--- config.mk ---
export PLATFORM = sky130hd
export DESIGN_NAME = led_phase_pulse_sequencer
export DESIGN_NICKNAME = d
export VERILOG_FILES = /design/src/rtl/lpps_pkg.sv /design/src/rtl/lpps_ram.sv /design/src/rtl/led_phase_pulse_sequencer.sv
export SDC_FILE = /design/constraint.sdc
export NUM_CORES = 1
export LEC_CHECK = 0
export BUFFER_PORTS_ARGS = -buffer_cell sky130_fd_sc_hd__buf_4
export CORE_AREA = 3 3 292 409
export CTS_CLUSTER_SIZE = 28
export DETAILED_ROUTE_END_ITERATION = 10
export DIE_AREA = 0 0 295 412
export SYNTH_ARGS = -nofsm -noshare
export SYNTH_HDL_FRONTEND = slang
export SYNTH_SLANG_ARGS = --single-unit
--- constraint.sdc ---
create_clock -name clock -period 7.8 [get_ports clock]
set_input_delay 1.17 -clock clock [delete_from_list [all_inputs] [get_ports clock]]
set_output_delay 1.17 -clock clock [all_outputs]
set_load 0.05 [all_outputs]
--- src/rtl/lpps_pkg.sv ---
package lpps_pkg;

   localparam int TIMER_W   = 16;
   localparam int COUNT_W   = 8;
   localparam int LEVEL_W   = 8;
   localparam int CAL_W     = 8;
   localparam int INDEX_W   = 5;
   localparam int ENTRY_W   = 4;
   localparam int CSR_IDX_W = 4;
   localparam int CSR_DAT_W = 8;

   localparam logic [TIMER_W-1:0] TIMER_TOP = '1;
   localparam logic [COUNT_W-1:0] COUNT_TOP = '1;
   localparam logic [INDEX_W-1:0] INDEX_TOP = '1;

   localparam logic [CAL_W-1:0]   CAL_RESET   = 8'd255;
   localparam logic [INDEX_W-1:0] COUNT_RESET = 5'd1;

   typedef enum logic [1:0] {
      MODE_OFFSET = 2'd0,
      MODE_HIGH   = 2'd1,
      MODE_LOW    = 2'd2,
      MODE_DONE   = 2'd3
   } mode_type;

   typedef enum logic {
      CMD_WRITE = 1'b0,
      CMD_TICK  = 1'b1
   } cmd_type;

   typedef enum logic [CSR_IDX_W-1:0] {
      CSR_CALIBRATION = 4'd0,
      CSR_PHASE_COUNT = 4'd1
   } csr_index_type;

   typedef struct packed {
      logic [TIMER_W-1:0] offset;
      logic [TIMER_W-1:0] pulse;
      logic [TIMER_W-1:0] gap;
      logic [COUNT_W-1:0] repeat_n;
      logic [LEVEL_W-1:0] level;
   } phase_entry_type;

   localparam int ENTRY_BITS = $bits(phase_entry_type);

endpackage

--- src/rtl/lpps_ram.sv ---
module lpps_ram #(
   parameter int WIDTH = 64,
   parameter int DEPTH = 16,
   localparam int AW = (DEPTH > 1) ? $clog2(DEPTH) : 1
) (
   input  logic             clock,
   input  logic             wr_en,
   input  logic [AW-1:0]    wr_addr,
   input  logic [WIDTH-1:0] wr_data,
   input  logic             rd_en,
   input  logic [AW-1:0]    rd_addr,
   output logic [WIDTH-1:0] rd_data
);

   logic [WIDTH-1:0] mem_ff [DEPTH];
   logic [WIDTH-1:0] rd_data_ff;

   always_ff @(posedge clock) begin
      if (wr_en) begin
         mem_ff[wr_addr] <= wr_data;
      end
      if (rd_en) begin
         rd_data_ff <= mem_ff[rd_addr];
      end
   end

   assign rd_data = rd_data_ff;

endmodule

--- src/rtl/led_phase_pulse_sequencer.sv ---
// Steps one LED through up to MAX_PHASES programmed phases (offset, pulses, gaps).
// A write transfer stores a phase entry in the table RAM. A tick transfer passes
// through the registered table read at the current phase and then the update of
// mode, timer, counters and the result; requests stall while a tick is in the
// update stage. Each tick returns one result (calibrated intensity and finished
// flag) through an output register; a tick whose result meets a full, stalled
// output register waits in the update stage until it drains.
// Writes to unwritten table entries must precede any tick that reaches them.
module led_phase_pulse_sequencer
   import lpps_pkg::*;
#(
   parameter int MAX_PHASES = 16
) (
   input  logic                 clock,
   input  logic                 reset,

   input  logic                 req_valid,
   output logic                 req_stall,
   input  logic                 req_cmd,
   input  logic [ENTRY_W-1:0]   req_entry_index,
   input  logic [TIMER_W-1:0]   req_offset_ticks,
   input  logic [TIMER_W-1:0]   req_pulse_ticks,
   input  logic [TIMER_W-1:0]   req_gap_ticks,
   input  logic [COUNT_W-1:0]   req_repeat_count,
   input  logic [LEVEL_W-1:0]   req_level,

   output logic                 rsp_valid,
   input  logic                 rsp_stall,
   output logic [LEVEL_W-1:0]   rsp_intensity,
   output logic                 rsp_finished,

   input  logic                 csr_valid,
   output logic                 csr_ready,
   input  logic [CSR_IDX_W-1:0] csr_index,
   input  logic [CSR_DAT_W-1:0] csr_wdata
);

   localparam int AW = (MAX_PHASES > 1) ? $clog2(MAX_PHASES) : 1;
   localparam int LIM_W = 10;
   localparam logic [LIM_W-1:0] MAX_LIM = LIM_W'(MAX_PHASES);

   logic [CAL_W-1:0]   cal_ff, cal_in;
   logic [INDEX_W-1:0] count_ff, count_in;

   mode_type           mode_ff, mode_in;
   logic [INDEX_W-1:0] index_ff, index_in;
   logic [TIMER_W-1:0] timer_ff, timer_in;
   logic [COUNT_W-1:0] pulses_ff, pulses_in;

   logic               exec_valid_ff, exec_valid_in;
   logic               rsp_valid_ff, rsp_valid_in;
   logic [LEVEL_W-1:0] rsp_intensity_ff, rsp_intensity_in;
   logic               rsp_finished_ff, rsp_finished_in;

   logic               req_take;
   logic               tick_take;
   logic               wr_en;
   logic               exec_done;
   phase_entry_type    wr_entry;
   phase_entry_type    rd_entry;
   logic [ENTRY_BITS-1:0] rd_bits;

   logic [TIMER_W-1:0] timer_inc;
   logic [COUNT_W-1:0] pulses_inc;
   logic [INDEX_W-1:0] index_inc;
   logic [15:0]        product;
   logic [LEVEL_W-1:0] scaled;
   logic               last_phase;

   assign req_take  = req_valid && !req_stall;
   assign tick_take = req_take && (cmd_type'(req_cmd) == CMD_TICK);
   assign wr_en     = req_take && (cmd_type'(req_cmd) == CMD_WRITE)
                      && (LIM_W'(req_entry_index) < MAX_LIM);
   assign req_stall = exec_valid_ff;
   assign exec_done = exec_valid_ff && (!rsp_valid_ff || !rsp_stall);
   assign csr_ready = 1'b1;

   assign wr_entry = '{offset:   req_offset_ticks,
                       pulse:    req_pulse_ticks,
                       gap:      req_gap_ticks,
                       repeat_n: req_repeat_count,
                       level:    req_level};

   lpps_ram #(
      .WIDTH (ENTRY_BITS),
      .DEPTH (MAX_PHASES)
   ) u_table (
      .clock   (clock),
      .wr_en   (wr_en),
      .wr_addr (AW'(req_entry_index)),
      .wr_data (wr_entry),
      .rd_en   (tick_take),
      .rd_addr (AW'(index_ff)),
      .rd_data (rd_bits)
   );

   assign rd_entry = phase_entry_type'(rd_bits);

   always_comb begin
      cal_in   = cal_ff;
      count_in = count_ff;
      if (csr_valid && csr_ready) begin
         unique case (csr_index)
            CSR_CALIBRATION: cal_in   = csr_wdata[CAL_W-1:0];
            CSR_PHASE_COUNT: count_in = csr_wdata[INDEX_W-1:0];
            default: ;
         endcase
      end
   end

   always_comb begin
      timer_inc  = (timer_ff == TIMER_TOP) ? timer_ff : timer_ff + 1'b1;
      pulses_inc = (pulses_ff == COUNT_TOP) ? pulses_ff : pulses_ff + 1'b1;
      index_inc  = (index_ff == INDEX_TOP) ? index_ff : index_ff + 1'b1;
      product    = 16'(rd_entry.level) * 16'(cal_ff);
      scaled     = product[15:8];
      last_phase = (index_inc >= count_ff) || (LIM_W'(index_inc) >= MAX_LIM);

      mode_in          = mode_ff;
      index_in         = index_ff;
      timer_in         = timer_ff;
      pulses_in        = pulses_ff;
      rsp_intensity_in = rsp_intensity_ff;
      rsp_finished_in  = rsp_finished_ff;
      exec_valid_in    = exec_valid_ff;
      rsp_valid_in     = rsp_valid_ff && rsp_stall;

      if (tick_take) begin
         exec_valid_in = 1'b1;
      end

      if (exec_done) begin
         exec_valid_in    = 1'b0;
         rsp_valid_in     = 1'b1;
         rsp_intensity_in = '0;
         timer_in         = timer_inc;
         unique case (mode_ff)
            MODE_OFFSET: begin
               if (timer_inc >= rd_entry.offset) begin
                  mode_in          = MODE_HIGH;
                  timer_in         = '0;
                  rsp_intensity_in = scaled;
               end
            end
            MODE_HIGH: begin
               if (timer_inc >= rd_entry.pulse) begin
                  mode_in  = MODE_LOW;
                  timer_in = '0;
               end else begin
                  rsp_intensity_in = scaled;
               end
            end
            MODE_LOW: begin
               if (timer_inc >= rd_entry.gap) begin
                  timer_in  = '0;
                  pulses_in = pulses_inc;
                  if (pulses_inc >= rd_entry.repeat_n) begin
                     index_in = index_inc;
                     if (last_phase) begin
                        mode_in = MODE_DONE;
                     end else begin
                        mode_in   = MODE_OFFSET;
                        pulses_in = '0;
                     end
                  end else begin
                     mode_in          = MODE_HIGH;
                     rsp_intensity_in = scaled;
                  end
               end
            end
            MODE_DONE: ;
            default: ;
         endcase
         rsp_finished_in = (mode_in == MODE_DONE);
      end
   end

   always_ff @(posedge clock) begin
      if (reset) begin
         cal_ff        <= CAL_RESET;
         count_ff      <= COUNT_RESET;
         mode_ff       <= MODE_OFFSET;
         index_ff      <= '0;
         timer_ff      <= '0;
         pulses_ff     <= '0;
         exec_valid_ff <= 1'b0;
         rsp_valid_ff  <= 1'b0;
      end else begin
         cal_ff        <= cal_in;
         count_ff      <= count_in;
         mode_ff       <= mode_in;
         index_ff      <= index_in;
         timer_ff      <= timer_in;
         pulses_ff     <= pulses_in;
         exec_valid_ff <= exec_valid_in;
         rsp_valid_ff  <= rsp_valid_in;
      end
   end

   always_ff @(posedge clock) begin
      rsp_intensity_ff <= rsp_intensity_in;
      rsp_finished_ff  <= rsp_finished_in;
   end

   assign rsp_valid     = rsp_valid_ff;
   assign rsp_intensity = rsp_intensity_ff;
   assign rsp_finished  = rsp_finished_ff;

endmodule

==> results by group <==
Critical path
  • Setup Crit Path Kind: reg -> reg
  • CP top delay family: compound AO/OA/AOI/OAI gates
  • Slowest cell on the critical path: a32oi_2
  • Crit-path max cell delay: 0.68 ns
  • Most used cell, CP: ha_1
  • Capturing element type of the critical path: flop
  • Critical Path RT: around 8.4 ns
  • CP Cell Sequence: ha_1 -> nand2_1 -> or3_1 -> o21bai_2 -> nor3_1 -> xor2_1 -> ha_1 -> a21oi_1 -> o21ai_0 -> a2111oi_2 -> o211ai_1 -> a32oi_2 -> and3_1 -> a22o_1
  • CP startpoint kind: flop
  • Crit Path Max Fanout: 16
  • Critical path buffers and inverters: 0
  • Crit path launch: timer_ff[0]
  • Worst r2r src: timer_ff[0]
  • Worst Path Arrival: 5.51 ns

Cells and area
  • Fillers: about 9600
  • Layout Nets: about 2600
  • P&R area growth vs syn: 13.3%
  • Layout cells sized above 1: approximately a quarter
  • Fin util: between 40% and 50%

Global route
  • Initial antenna violation count: 7
  • Largest net degree at the start of global routing: 69
  • GRT Overall Usage: between 15 and 20%
  • Overflow after GRT: 0
  • Wire length of the first global-routing pass: between 150 and 200 mm
  • Vias in the first global route: 23600

Power
  • Clk pwr share: between 40 and 50%
  • Static leakage: around 0.017 uW
  • Power Density: 238 nW/um^2
  • Net Switching: 2640 uW
  • Logic pwr share: 4.6%
  • Cell-internal power: 9890 uW
  • Seq pwr share: between 50% and 60%
  • Sw frac: approximately a fifth
  • Peak supply drop: about 0.19 mV

Die
  • Core area: 116000 um^2
  • Die Y-Extent: between 400 and 500 um
  • Ports: roughly 100
  • Die width: roughly 300 um
  • FP Rows: about 150
  • Initial Util: 39.9%
  • Die area: between 100000 and 150000 um^2

Min path
  • Hold wc startpoint: timer_ff[1]
  • Min-delay worst type: reg -> reg

Synth
  • Number of synthesized flops with an enable pin: between 1000 and 1500
  • Top post-synthesis cells by count: 1097 x edfxtp_1, 320 x mux4_2, 109 x inv_1
  • Seq/Total Area, Yosys: between 70% and 80%
  • Area leader, netlist: edfxtp_1
  • Fraction of registers with async set/reset: 0%
  • Top_reg_cell synth: edfxtp_1
  • Post-Syn Instances: about 2200
  • Syn_area_per_cell: about 21 um^2
  • Syn Nets: ~2400
  • Count of cell types in the netlist: roughly 60
  • Top-count cell post-synth: edfxtp_1
  • Synthesized area: between 40000 and 50000 um^2
  • Flops & latches, synth: between 1000 and 1500
  • Synthesis Warnings: 0
  • Top cell type's share of synthesized area: 71.1%
  • Top post-synthesis cells by area: edfxtp_1 71%, mux4_2 16%, ha_1 2.6%

Flow run
  • Max-cap violations: 0

STA
  • Setup Skew: between 0.02 and 0.025 ns
  • Actual slew at the worst max-slew pin: ~1.1 ns
  • Final Cycle Share: a little over three fifths
  • RSZ-0062 raised after global routing: false
  • Max-slew violations: 0
  • Minimum clock period after layout: around 5 ns
  • Relative slew slack: a little over a quarter
  • Endpoints failing hold: 0
  • Post-Route Setup TNS: 0 ns
  • Endpoints failing setup: 0
  • Achievable frequency: between 200 and 250 MHz
  • Final worst slack: around 2.9 ns

CTS
  • CTS tree: yes
  • H-tree depth reported by CTS: 3
  • Clock Latency Late Sink: around 0.70 ns
  • Postcts setup bufs: 0
  • CTS root buf: clkbuf_16
  • CTS resizes: 0
  • Inserted Clock Buffers: about 110
  • Clock transition at the registers of the reported paths: about 0.070 ns
  • Max clock buf depth: 3
  • # hold bufs at CTS: 0
  • Clock Sinks: around 1100

Placement
  • Detailed placement HPWL: a little under 60 mm
  • I/O Buffers: 96
  • RePlAce Congestion: approximately 0.82
  • Post-Place Worst Slack: approximately 2.9 ns

Drt
  • DR vias: approximately 22000
  • DRT antenna net count: 0
  • Vias/cell: roughly 5.5
  • DRC Markers: 0
  • DR pass1 iterations: 5
  • Iteration-0 DRC Markers: approximately 2000
  • WL/cell: ~27 um
  • Routed wire length: 106 mm

Run status
  • Outcome: finished, final reports clean
==> flip-flops by register name, summed over array words and instances (netlist names) <==
| signal | cells |
|---|---|
| u_table.mem_ff | 1024 |
| u_table.rd_data | 64 |
| timer_ff | 16 |
| cal_ff | 8 |
| pulses_ff | 8 |
| rsp_intensity | 8 |
| count_ff | 5 |
| index_ff | 5 |
| mode_ff | 2 |
| req_stall | 1 |
| rsp_finished | 1 |
| rsp_valid | 1 |
==> metrics by stage <==
step,hold WS [ns],cells,area [um^2],power [uW]
after floorplan,0.451,2218,46400,7270
after global placement,0.469,3776,49100,7480
after detailed placement,0.492,3776,49100,7500
after CTS,0.502,3972,52500,12700
after global routing,0.534,3972,52500,13000
final,0.505,3973,52500,12500
==> cell usage in the layout, fill, tap and decap left out, types with 14 or more instances in the layout <==
cell,synthesis,layout
fa_1,35,35
ha_1,97,97
nand3_1,27,27
dfxtp_1,46,42
nand2_1,70,70
clkinv_1,0,26
edfxtp_1,1097,1097
nor2_1,58,45
and2_1,47,47
inv_1,109,109
nor3_1,19,15
clkbuf_16,0,106
o21ai_0,17,17
mux2i_1,14,14
mux4_2,320,320
clkinv_2,0,15
buf_4,2,144
clkbuf_1,47,16
a21oi_1,22,22
==> routing by layer <==
metal  global-route usage [%]  vias to the layer above  wire length [um]
li1                         -                     9418                 -
met1                     23.6                    11800             44100
met2                     30.6                      555             54500
met3                     2.62                      150              5120
met4                     5.64                       10              2790
met5                        0                        -                68
==> cell families (layout without fill, tap and decap cells) <==
| group | after synthesis | after routing | synth area share [%] |
|---|---|---|---|
| flip-flops | 1143 | 1143 | 73.0 |
| multiplexers | 338 | 338 | 15.9 |
| AND/OR/NAND/NOR | 273 | 273 | 2.99 |
| buffers and inverters | 195 | 449 | 1.68 |
| adder cells (fa/ha/maj) | 132 | 132 | 4.13 |
| AO/OA/AOI/OAI | 114 | 114 | 1.79 |
| XOR/XNOR | 22 | 22 | 0.416 |
| other | 1 | 2 | 0.00809 |
==> area by class of cell <==
class	count	area [um^2]	share of cell area (%)
Tap cell	1500	1880	3.57
Antenna cell	1	2.50	0.00476
Inverter	109	409	0.779
Sequential cell	1143	33900	64.5
Multi-Input combinational cell	880	11800	22.5
Clock buffer	122	2710	5.16
Clock inverter	74	741	1.41
Timing Repair Buffer	144	1080	2.06
==> power groups by stage <==
stage,logic [uW],clock network (uW),registers [uW]
4_1_cts,578,5290,6800
3_5_place_dp,572,0,6930
6_report,572,5160,6800
5_1_grt,652,5530,6790
2_1_floorplan,333,0,6940
3_3_place_gp,555,0,6920
==> worst paths after layout <==
check                  to  slack, ns  cells past startpoint
max          timer_ff[14]       2.93                     14
min           timer_ff[1]       0.51                      2
max reg2reg  timer_ff[14]       2.93                     14
min reg2reg   timer_ff[1]       0.51                      2
==> tightest hold or removal path, delay by kind of cell, from the launching register on <==
kind            cells  cell delay (ns)
flops               1             0.33
compound gates      1             0.06
simple gates        1             0.06
(Power assumes the default switching activity.)
